$ cat src/rtl/core/aaqi_pkg.sv
// aaqi_pkg: shared types and codes for the averaged adc quadratic inverse unit
// no dependencies
package aaqi_pkg;

    localparam logic [1:0] MODE_MUL  = 2'd0;
    localparam logic [1:0] MODE_DIV  = 2'd1;
    localparam logic [1:0] MODE_SQRT = 2'd2;

    localparam logic [1:0] REG_COEF_A       = 2'd0;
    localparam logic [1:0] REG_COEF_B       = 2'd1;
    localparam logic [1:0] REG_COEF_C       = 2'd2;
    localparam logic [1:0] REG_SAMPLE_COUNT = 2'd3;

    localparam int COEF_W  = 32;
    localparam int COUNT_W = 11;

    typedef struct packed {
        logic       start;
        logic [1:0] mode;
    } eng_ctrl_t;

    typedef struct packed {
        logic busy;
        logic done;
    } eng_stat_t;

endpackage

$ cat src/rtl/core/aaqi_accum.sv
// aaqi_accum: running sample sum and sample counter with clamped target count
// depends on aaqi_pkg
module aaqi_accum
    import aaqi_pkg::*;
#(
    parameter int ADC_BITS    = 12,
    parameter int MAX_SAMPLES = 1024,
    parameter int CW          = $clog2(MAX_SAMPLES + 1),
    parameter int SW          = ADC_BITS + CW
)
(
    input  logic                clk,
    input  logic                rst_n,
    input  logic                take,
    input  logic [ADC_BITS-1:0] sample,
    input  logic [COUNT_W-1:0]  count_cfg,
    output logic                full,
    output logic [SW-1:0]       sum_total,
    output logic [CW-1:0]       taken_total
);

    localparam int EW = (CW > COUNT_W) ? CW : COUNT_W;
    localparam logic [EW-1:0] NMAX = EW'(MAX_SAMPLES);

    logic [SW-1:0] sum_reg, sum_next;
    logic [CW-1:0] taken_reg, taken_next;
    logic [EW-1:0] ncfg, neff;

    always_comb
    begin
        ncfg = EW'(count_cfg);
        if (ncfg == '0)
            neff = EW'(1);
        else if (ncfg > NMAX)
            neff = NMAX;
        else
            neff = ncfg;
        sum_total   = sum_reg + SW'(sample);
        taken_total = taken_reg + CW'(1);
        full        = EW'(taken_total) >= neff;
        sum_next    = sum_reg;
        taken_next  = taken_reg;
        if (take)
        begin
            if (full)
            begin
                sum_next   = '0;
                taken_next = '0;
            end
            else
            begin
                sum_next   = sum_total;
                taken_next = taken_total;
            end
        end
    end

    always_ff @(posedge clk or negedge rst_n)
    begin
        if (!rst_n)
        begin
            sum_reg   <= '0;
            taken_reg <= '0;
        end
        else
        begin
            sum_reg   <= sum_next;
            taken_reg <= taken_next;
        end
    end

endmodule

$ cat src/rtl/core/aaqi_engine.sv
// aaqi_engine: shared shift and add/subtract unit, one bit or digit per cycle
// multiply, restoring divide and integer square root; depends on aaqi_pkg
module aaqi_engine
    import aaqi_pkg::*;
#(
    parameter int W    = 68,
    parameter int CNTW = $clog2(W + 1)
)
(
    input  logic            clk,
    input  logic            rst_n,
    input  eng_ctrl_t       ctrl,
    input  logic [CNTW-1:0] steps,
    input  logic [W-1:0]    op_aux,
    input  logic [W-1:0]    op_sh,
    output eng_stat_t       stat,
    output logic [W-1:0]    res
);

    logic [W-1:0]    acc_reg, acc_next;
    logic [W-1:0]    aux_reg, aux_next;
    logic [W-1:0]    sh_reg, sh_next;
    logic [1:0]      mode_reg, mode_next;
    logic [CNTW-1:0] cnt_reg, cnt_next;
    logic            busy_reg, busy_next;
    logic            done_reg, done_next;
    logic [W-1:0]    a_in, b_in;
    logic            sub;
    logic [W:0]      sum;
    logic            ge;

    always_comb
    begin
        case (mode_reg)
            MODE_MUL:
            begin
                a_in = acc_reg;
                b_in = aux_reg;
                sub  = 1'b0;
            end
            MODE_DIV:
            begin
                a_in = {acc_reg[W-2:0], sh_reg[W-1]};
                b_in = aux_reg;
                sub  = 1'b1;
            end
            MODE_SQRT:
            begin
                a_in = {acc_reg[W-3:0], sh_reg[W-1:W-2]};
                b_in = {aux_reg[W-3:0], 2'b01};
                sub  = 1'b1;
            end
            default:
            begin
                a_in = acc_reg;
                b_in = '0;
                sub  = 1'b0;
            end
        endcase
        sum = {1'b0, a_in} + {1'b0, sub ? ~b_in : b_in} + {{W{1'b0}}, sub};
        ge  = sum[W];

        acc_next  = acc_reg;
        aux_next  = aux_reg;
        sh_next   = sh_reg;
        mode_next = mode_reg;
        cnt_next  = cnt_reg;
        busy_next = busy_reg;
        done_next = 1'b0;
        if (ctrl.start)
        begin
            acc_next  = '0;
            aux_next  = op_aux;
            sh_next   = op_sh;
            mode_next = ctrl.mode;
            cnt_next  = steps;
            busy_next = 1'b1;
        end
        else if (busy_reg)
        begin
            case (mode_reg)
                MODE_MUL:
                begin
                    if (sh_reg[0])
                        acc_next = sum[W-1:0];
                    sh_next  = sh_reg >> 1;
                    aux_next = aux_reg << 1;
                end
                MODE_DIV:
                begin
                    acc_next = ge ? sum[W-1:0] : a_in;
                    sh_next  = {sh_reg[W-2:0], ge};
                end
                MODE_SQRT:
                begin
                    acc_next = ge ? sum[W-1:0] : a_in;
                    sh_next  = sh_reg << 2;
                    aux_next = {aux_reg[W-2:0], ge};
                end
                default:
                begin
                    acc_next = acc_reg;
                end
            endcase
            cnt_next = cnt_reg - CNTW'(1);
            if (cnt_reg == CNTW'(1))
            begin
                busy_next = 1'b0;
                done_next = 1'b1;
            end
        end
    end

    always_ff @(posedge clk or negedge rst_n)
    begin
        if (!rst_n)
        begin
            busy_reg <= 1'b0;
            done_reg <= 1'b0;
            cnt_reg  <= '0;
            mode_reg <= MODE_MUL;
        end
        else
        begin
            busy_reg <= busy_next;
            done_reg <= done_next;
            cnt_reg  <= cnt_next;
            mode_reg <= mode_next;
        end
    end

    always_ff @(posedge clk)
    begin
        acc_reg <= acc_next;
        aux_reg <= aux_next;
        sh_reg  <= sh_next;
    end

    always_comb
    begin
        stat.busy = busy_reg;
        stat.done = done_reg;
        case (mode_reg)
            MODE_MUL:  res = acc_reg;
            MODE_DIV:  res = sh_reg;
            MODE_SQRT: res = aux_reg;
            default:   res = acc_reg;
        endcase
    end

endmodule

$ cat src/rtl/core/averaged_adc_quadratic_inverse_unit.sv
// averaged_adc_quadratic_inverse_unit: sample averaging and inverse quadratic curve
// depends on aaqi_pkg, aaqi_accum, aaqi_engine
// a non-final sample is only summed; a final sample starts the solve (mean divide,
//   b squared, 4ac, square root, quotient divide), cut short with zero a or a
//   negative discriminant; every step runs on the single shift/add engine,
//   stepping one bit or root digit per cycle
// throughput: one sample per cycle while summing, no sample taken during the solve
// reset: sum, count, coefficients and sample_count (to 1) cleared asynchronously
module averaged_adc_quadratic_inverse_unit
    import aaqi_pkg::*;
#(
    parameter int ADC_BITS    = 12,
    parameter int MAX_SAMPLES = 1024,
    parameter int FRAC_BITS   = 16
)
(
    input  logic                          clk,
    input  logic                          rst_n,
    input  logic                          in_valid,
    output logic                          in_ready,
    input  logic [ADC_BITS-1:0]           adc_sample,
    input  logic                          cfg_valid,
    output logic                          cfg_ready,
    input  logic [1:0]                    cfg_index,
    input  logic [COEF_W-1:0]             cfg_data,
    output logic                          out_valid,
    input  logic                          out_ready,
    output logic [ADC_BITS+FRAC_BITS-1:0] mean_reading,
    output logic signed [COEF_W-1:0]      level_value,
    output logic                          level_valid
);

    localparam int CW   = $clog2(MAX_SAMPLES + 1);
    localparam int SW   = ADC_BITS + CW;
    localparam int QW   = ADC_BITS + FRAC_BITS;
    localparam int DFW  = ((QW + 1 > COEF_W) ? QW + 1 : COEF_W) + 1;
    localparam int DW0  = ((2 * COEF_W > DFW + COEF_W + 2) ? 2 * COEF_W : DFW + COEF_W + 2) + 1;
    localparam int DW   = DW0 + (DW0 % 2);
    localparam int RW   = DW / 2;
    localparam int NW   = ((COEF_W > RW) ? COEF_W : RW) + 1;
    localparam int W1   = (DW > SW + FRAC_BITS) ? DW : SW + FRAC_BITS;
    localparam int W    = (W1 > NW + FRAC_BITS) ? W1 : NW + FRAC_BITS;
    localparam int CNTW = $clog2(W + 1);
    localparam int QDW  = NW + FRAC_BITS;

    localparam logic [2:0] S_IDLE = 3'd0;
    localparam logic [2:0] S_MEAN = 3'd1;
    localparam logic [2:0] S_B2   = 3'd2;
    localparam logic [2:0] S_FT   = 3'd3;
    localparam logic [2:0] S_SQRT = 3'd4;
    localparam logic [2:0] S_QDIV = 3'd5;
    localparam logic [2:0] S_FIN  = 3'd6;

    logic [COEF_W-1:0]  coef_a_reg, coef_b_reg, coef_c_reg;
    logic [COUNT_W-1:0] sample_count_reg;

    logic [2:0]     state_reg, state_next;
    logic [QW-1:0]  mean_reg, mean_next;
    logic           dneg_reg, dneg_next;
    logic [DFW-1:0] dmag_reg, dmag_next;
    logic [W-1:0]   b2_reg, b2_next;
    logic           neg_reg, neg_next;
    logic [COEF_W-1:0] lvl_reg, lvl_next;
    logic           lvlv_reg, lvlv_next;

    logic                 out_valid_reg, out_valid_next;
    logic [QW-1:0]        omean_reg, omean_next;
    logic [COEF_W-1:0]    olvl_reg, olvl_next;
    logic                 olvlv_reg, olvlv_next;

    logic          take, full;
    logic [SW-1:0] sum_total;
    logic [CW-1:0] taken_total;

    eng_ctrl_t       eng_ctrl;
    eng_stat_t       eng_stat;
    logic [CNTW-1:0] eng_steps;
    logic [W-1:0]    eng_aux, eng_sh, eng_res;

    logic              a_neg, a_zero;
    logic [COEF_W-1:0] mag_a, mag_b;
    logic signed [DFW-1:0] diff;
    logic [W-1:0]      ft;
    logic              d_add;
    logic [W-1:0]      dval;
    logic signed [NW:0] nb, sx, n1, nsel;
    logic [NW-1:0]     nmag;
    logic [QDW-1:0]    q;
    logic              n1_ok;

    assign cfg_ready = 1'b1;
    assign in_ready  = (state_reg == S_IDLE);
    assign take      = in_valid && in_ready;

    always_ff @(posedge clk or negedge rst_n)
    begin
        if (!rst_n)
        begin
            coef_a_reg       <= '0;
            coef_b_reg       <= '0;
            coef_c_reg       <= '0;
            sample_count_reg <= COUNT_W'(1);
        end
        else if (cfg_valid && cfg_ready)
        begin
            case (cfg_index)
                REG_COEF_A:       coef_a_reg       <= cfg_data;
                REG_COEF_B:       coef_b_reg       <= cfg_data;
                REG_COEF_C:       coef_c_reg       <= cfg_data;
                REG_SAMPLE_COUNT: sample_count_reg <= cfg_data[COUNT_W-1:0];
                default:          coef_a_reg       <= coef_a_reg;
            endcase
        end
    end

    aaqi_accum #(
        .ADC_BITS    (ADC_BITS),
        .MAX_SAMPLES (MAX_SAMPLES),
        .CW          (CW),
        .SW          (SW)
    ) u_accum (
        .clk         (clk),
        .rst_n       (rst_n),
        .take        (take),
        .sample      (adc_sample),
        .count_cfg   (sample_count_reg),
        .full        (full),
        .sum_total   (sum_total),
        .taken_total (taken_total)
    );

    aaqi_engine #(
        .W    (W),
        .CNTW (CNTW)
    ) u_engine (
        .clk    (clk),
        .rst_n  (rst_n),
        .ctrl   (eng_ctrl),
        .steps  (eng_steps),
        .op_aux (eng_aux),
        .op_sh  (eng_sh),
        .stat   (eng_stat),
        .res    (eng_res)
    );

    always_comb
    begin
        a_neg  = coef_a_reg[COEF_W-1];
        a_zero = (coef_a_reg == '0);
        mag_a  = a_neg ? (~coef_a_reg + COEF_W'(1)) : coef_a_reg;
        mag_b  = coef_b_reg[COEF_W-1] ? (~coef_b_reg + COEF_W'(1)) : coef_b_reg;
        diff   = DFW'($signed(coef_c_reg)) - DFW'(eng_res[QW-1:0]);
        ft     = eng_res << 2;
        d_add  = (dmag_reg == '0) || (a_neg != dneg_reg);
        dval   = d_add ? (b2_reg + ft) : (b2_reg - ft);
        nb     = -((NW + 1)'($signed(coef_b_reg)));
        sx     = $signed({1'b0, NW'(eng_res[RW-1:0])});
        n1     = nb + sx;
        n1_ok  = (n1 == '0) || ((!n1[NW]) == (!a_neg));
        nsel   = n1_ok ? n1 : (nb - sx);
        nmag   = nsel[NW] ? NW'(-nsel) : NW'(nsel);
        q      = eng_res[QDW-1:0];
    end

    always_comb
    begin
        state_next = state_reg;
        mean_next  = mean_reg;
        dneg_next  = dneg_reg;
        dmag_next  = dmag_reg;
        b2_next    = b2_reg;
        neg_next   = neg_reg;
        lvl_next   = lvl_reg;
        lvlv_next  = lvlv_reg;
        eng_ctrl.start = 1'b0;
        eng_ctrl.mode  = MODE_MUL;
        eng_steps = '0;
        eng_aux   = '0;
        eng_sh    = '0;
        out_valid_next = out_valid_reg && !out_ready;
        omean_next = omean_reg;
        olvl_next  = olvl_reg;
        olvlv_next = olvlv_reg;
        case (state_reg)
            S_IDLE:
            begin
                if (take && full)
                begin
                    eng_ctrl.start = 1'b1;
                    eng_ctrl.mode  = MODE_DIV;
                    eng_steps = CNTW'(SW + FRAC_BITS);
                    eng_aux   = W'(taken_total);
                    eng_sh    = W'(sum_total) << (W - SW);
                    state_next = S_MEAN;
                end
            end
            S_MEAN:
            begin
                if (eng_stat.done)
                begin
                    mean_next = eng_res[QW-1:0];
                    dneg_next = diff[DFW-1];
                    dmag_next = diff[DFW-1] ? DFW'(-diff) : DFW'(diff);
                    lvl_next  = '0;
                    lvlv_next = 1'b0;
                    if (a_zero)
                        state_next = S_FIN;
                    else
                    begin
                        eng_ctrl.start = 1'b1;
                        eng_ctrl.mode  = MODE_MUL;
                        eng_steps = CNTW'(COEF_W);
                        eng_aux   = W'(mag_b);
                        eng_sh    = W'(mag_b);
                        state_next = S_B2;
                    end
                end
            end
            S_B2:
            begin
                if (eng_stat.done)
                begin
                    b2_next = eng_res;
                    eng_ctrl.start = 1'b1;
                    eng_ctrl.mode  = MODE_MUL;
                    eng_steps = CNTW'(COEF_W);
                    eng_aux   = W'(dmag_reg);
                    eng_sh    = W'(mag_a);
                    state_next = S_FT;
                end
            end
            S_FT:
            begin
                if (eng_stat.done)
                begin
                    if (!d_add && (b2_reg < ft))
                        state_next = S_FIN;
                    else
                    begin
                        eng_ctrl.start = 1'b1;
                        eng_ctrl.mode  = MODE_SQRT;
                        eng_steps = CNTW'(RW);
                        eng_sh    = dval << (W - DW);
                        state_next = S_SQRT;
                    end
                end
            end
            S_SQRT:
            begin
                if (eng_stat.done)
                begin
                    neg_next = nsel[NW] != a_neg;
                    eng_ctrl.start = 1'b1;
                    eng_ctrl.mode  = MODE_DIV;
                    eng_steps = CNTW'(QDW);
                    eng_aux   = W'({mag_a, 1'b0});
                    eng_sh    = W'(nmag) << (W - NW);
                    state_next = S_QDIV;
                end
            end
            S_QDIV:
            begin
                if (eng_stat.done)
                begin
                    lvlv_next = 1'b1;
                    if (neg_reg)
                    begin
                        if (q > QDW'(33'h1_0000_0000 >> 1))
                            lvl_next = {1'b1, {(COEF_W-1){1'b0}}};
                        else
                            lvl_next = ~q[COEF_W-1:0] + COEF_W'(1);
                    end
                    else
                    begin
                        if (q > QDW'({1'b0, {(COEF_W-1){1'b1}}}))
                            lvl_next = {1'b0, {(COEF_W-1){1'b1}}};
                        else
                            lvl_next = q[COEF_W-1:0];
                    end
                    state_next = S_FIN;
                end
            end
            S_FIN:
            begin
                if (!out_valid_reg || out_ready)
                begin
                    out_valid_next = 1'b1;
                    omean_next = mean_reg;
                    olvl_next  = lvl_reg;
                    olvlv_next = lvlv_reg;
                    state_next = S_IDLE;
                end
            end
            default:
            begin
                state_next = S_IDLE;
            end
        endcase
    end

    always_ff @(posedge clk or negedge rst_n)
    begin
        if (!rst_n)
        begin
            state_reg     <= S_IDLE;
            out_valid_reg <= 1'b0;
        end
        else
        begin
            state_reg     <= state_next;
            out_valid_reg <= out_valid_next;
        end
    end

    always_ff @(posedge clk)
    begin
        mean_reg  <= mean_next;
        dneg_reg  <= dneg_next;
        dmag_reg  <= dmag_next;
        b2_reg    <= b2_next;
        neg_reg   <= neg_next;
        lvl_reg   <= lvl_next;
        lvlv_reg  <= lvlv_next;
        omean_reg <= omean_next;
        olvl_reg  <= olvl_next;
        olvlv_reg <= olvlv_next;
    end

    assign out_valid    = out_valid_reg;
    assign mean_reading = omean_reg;
    assign level_value  = olvl_reg;
    assign level_valid  = olvlv_reg;

    a_start_idle_engine: assert property (@(posedge clk) disable iff (!rst_n)
        eng_ctrl.start |-> !eng_stat.busy)
        else $error("engine restarted while busy");

    a_done_in_solve: assert property (@(posedge clk) disable iff (!rst_n)
        eng_stat.done |-> (state_reg != S_IDLE && state_reg != S_FIN))
        else $error("engine result with no solve step waiting");

    a_result_from_fin: assert property (@(posedge clk) disable iff (!rst_n)
        $rose(out_valid_reg) |-> $past(state_reg) == S_FIN)
        else $error("result raised outside finish step");

    a_busy_not_idle: assert property (@(posedge clk) disable iff (!rst_n)
        eng_stat.busy |-> !in_ready)
        else $error("sample request accepted during solve");

endmodule

$ cat config.mk
export PLATFORM = sky130hd
export DESIGN_NAME = averaged_adc_quadratic_inverse_unit
export DESIGN_NICKNAME = d
export VERILOG_FILES = /design/src/rtl/core/aaqi_pkg.sv /design/src/rtl/core/aaqi_accum.sv /design/src/rtl/core/aaqi_engine.sv /design/src/rtl/core/averaged_adc_quadratic_inverse_unit.sv
export SDC_FILE = /design/constraint.sdc
export NUM_CORES = 2
export LEC_CHECK = 0
export BUFFER_PORTS_ARGS = -buffer_cell sky130_fd_sc_hd__buf_4
export CAP_MARGIN = 25
export CORE_MARGIN = 2
export CORE_UTILIZATION = 38
export CTS_CLUSTER_DIAMETER = 120
export CTS_CLUSTER_SIZE = 16
export DETAILED_ROUTE_END_ITERATION = 10
export SYNTH_ARGS = -nofsm -noshare
export SYNTH_HDL_FRONTEND = slang
export SYNTH_SLANG_ARGS = --single-unit
$ cat constraint.sdc
create_clock -name clk -period 9.6 [get_ports clk]
set_clock_uncertainty 0.05 [all_clocks]
set_input_delay 0.96 -clock clk [delete_from_list [all_inputs] [get_ports clk]]
set_output_delay 0.96 -clock clk [all_outputs]
set_load 0.05 [all_outputs]
==> flow_summary.ini <==
[status]
status = complete, no violations

[cells_and_area]
syn2layout_area_growth_pct = 8.044
nets = 6294
drive_gt1_frac = 0.08792

[sta]
rsz0062_at_grt = false
hold_violations = 0
post-route-period-util = 0.9257
fin_crit_ns = 8.887
fmax_mhz = 112.5
setup_viol = 0
drv_slew = 0
tns_ns = 0
worst_slew_pin_slew_ns = 1.144
timing.slew.headroom = 0.2271

[synth]
postSynthAreaPerCell_sq_um = 8.291
ys.warnings.count = 0
synth_ff_type = edfxtp_1
synth_seq_area_share = 0.3242
ys_ff_latch = 585
synth_commonest_cells = nand2_1, a21oi_1, nor2_1, o21ai_0, edfxtp_1
synthCells = 5992
async_flop_share = 0.2667
yosysMostFrequentCell = nand2_1
synthTopCellsByArea = edfxtp_1, ha_1, dfrtp_1
netlist.area_leader.share = 0.2182
synth_edf_count = 361
synth_area_leader_cell = edfxtp_1
syn_area_sq_mm = 0.04968
synthesis.nets = 6382
yosysUniqueCellTypes = 107

[grt]
grt_first_pass_wirelength_mm = 295.2
grt_usage = 0.2948
use_met2 = 0.4389
grt_max_degree = 90
grt_antenna_before_repair = 16
first_global_vias = 43720
met3_usage = 0.04888
use_met1 = 0.4263
busiest_layer = met2
grt_overflow = 0

[setup_path]
cpMaxStageDelayCell = ha_1
start_kind = register
cp-end-kind = register
crit_required_ns = 9.96
cpPeakStageDelay_ns = 0.75
crit_type = reg2reg
path_max_fanout = 31
crit_arrival_ns = 9.25

[detailed_routing]
drtIter0Drc = 5958
drc_errors = 0
viasPerCell = 6.232
drt_wl_total_mm = 203.4
wl_per_cell_um = 26.49
ant_nets = 0
num_vias = 47860
drt_pass1_iterations = 7

[clock_tree]
clock_sinks = 585
cts_root_buffer = clkbuf_16
clock_latency_ns = 0.67
cts_buffers = 43
cts.clk_slew.worst_paths_ns = 0.09
clockBufferDepth = 3
htreeDepth = 2
cts_tree = built
cts_setup_buffers = 0
cts_resized = 0
ctsHoldBuffers = 0

[floorplan]
die_w_um = 365.6
start_util = 0.3832
die_h_um = 365.6
ioPinCount = 115
fp-row-count = 132
coreArea_sq_mm = 0.1296
dieArea_sq_mm = 0.1336

[placed_design]
dp_hpwl_mm = 156.5
io_buffers = 113
globalplace.congestion = 1.012

[flow_run]
max-cap-violations = 0

[worst_hold_path]
hold_path.class = in2async
## through the flow
stage	area (sq um)	hold WS, ns	utilization	worst slack [ns]	std cells
floorplan	49680	0.3503	-	1.202	5992
global placement	52350	0.3506	0.4038	0.8718	7596
detailed placement	52380	0.3545	0.4040	1.000	7598
CTS	53630	0.1415	0.4136	0.9585	7676
global route	53670	0.1861	0.4140	0.2779	7679
finish	53680	0.1619	0.4140	0.7131	7680
## final cells by class
type,count,area [sq um]
well taps,1742,2180
diodes,1,2.502
flip-flops and latches,585,16110
inverters,244,920.9
repair buffers,233,1828
clock buffers,71,1191
multi-input cells,4797,31390
clock inverters,7,58.81
fillers,13050,75970
## logic make-up (layout without fill, tap and decap cells)
| logic type | Yosys count | count (layout) | synth area share |
|---|---|---|---|
| buffers and inverters | 610 | 555 | 0.04780 |
| other | 2 | 3 | 0.0001512 |
| AND/OR/NAND/NOR | 1939 | 1939 | 0.1796 |
| multiplexers | 147 | 147 | 0.03239 |
| flip-flops | 585 | 585 | 0.3242 |
| XOR/XNOR | 439 | 439 | 0.07755 |
| AO/OA/AOI/OAI | 1931 | 1931 | 0.2519 |
| adder cells (fa/ha/maj) | 339 | 339 | 0.08644 |
## worst paths after layout
check	from	end	slack, ns	cells after the start
setup reg to reg	coef_b_reg[0]	u_engine.sh_reg[61]	0.71	25
max in group asynchronous	rst_n	u_engine.mode_reg[0]	8.06	2
hold / removal	rst_n	coef_c_reg[9]	0.16	1
hold reg to reg	lvl_reg[28]	level_value[28]	0.36	0
min in group clk	lvl_reg[28]	level_value[28]	0.36	0
setup / recovery	coef_b_reg[0]	u_engine.sh_reg[61]	0.71	25
## cell usage in the layout (no fill, tap or decap), drive strengths merged, types with 51 or more instances in the layout
| master | synthesis | routed |
|---|---|---|
| dfxtp | 68 | 68 |
| o21ai | 398 | 398 |
| o31ai | 52 | 52 |
| nor2 | 530 | 530 |
| edfxtp | 361 | 361 |
| nand2b | 62 | 62 |
| o21bai | 91 | 91 |
| nor4 | 55 | 55 |
| xor2 | 140 | 140 |
| nand2 | 696 | 696 |
| nor3 | 100 | 100 |
| clkbuf | 274 | 71 |
| ha | 332 | 332 |
| dfrtp | 155 | 155 |
| a221oi | 67 | 67 |
| a31oi | 90 | 90 |
| a211oi | 61 | 61 |
| or3 | 51 | 51 |
| and2 | 61 | 61 |
| mux2 | 110 | 110 |
| inv | 241 | 245 |
| a21oi | 601 | 601 |
| a21o | 91 | 91 |
| xnor2 | 299 | 299 |
| buf | 92 | 233 |
| nand3 | 155 | 155 |
| nand4 | 57 | 57 |
## critical path: cells and delay by family, from the launching register on
kind            cells  cell delay (ns)
simple gates       10             3.43
buf+inv             3             0.57
flops               1             0.44
compound gates      8             2.86
xor+xnor            2             0.34
fa+ha+maj           2             0.95
## routing by layer
layer / wire (um) / up-vias
met3: 19160 / 335
met2: 86690 / 2328
met4: 8120 / 10
met5: 61 / -
li1: - / 21770
met1: 89380 / 23420
Power is not shown: default switching activity piles up to over one toggle a cycle in this logic, so the estimate is an artifact.
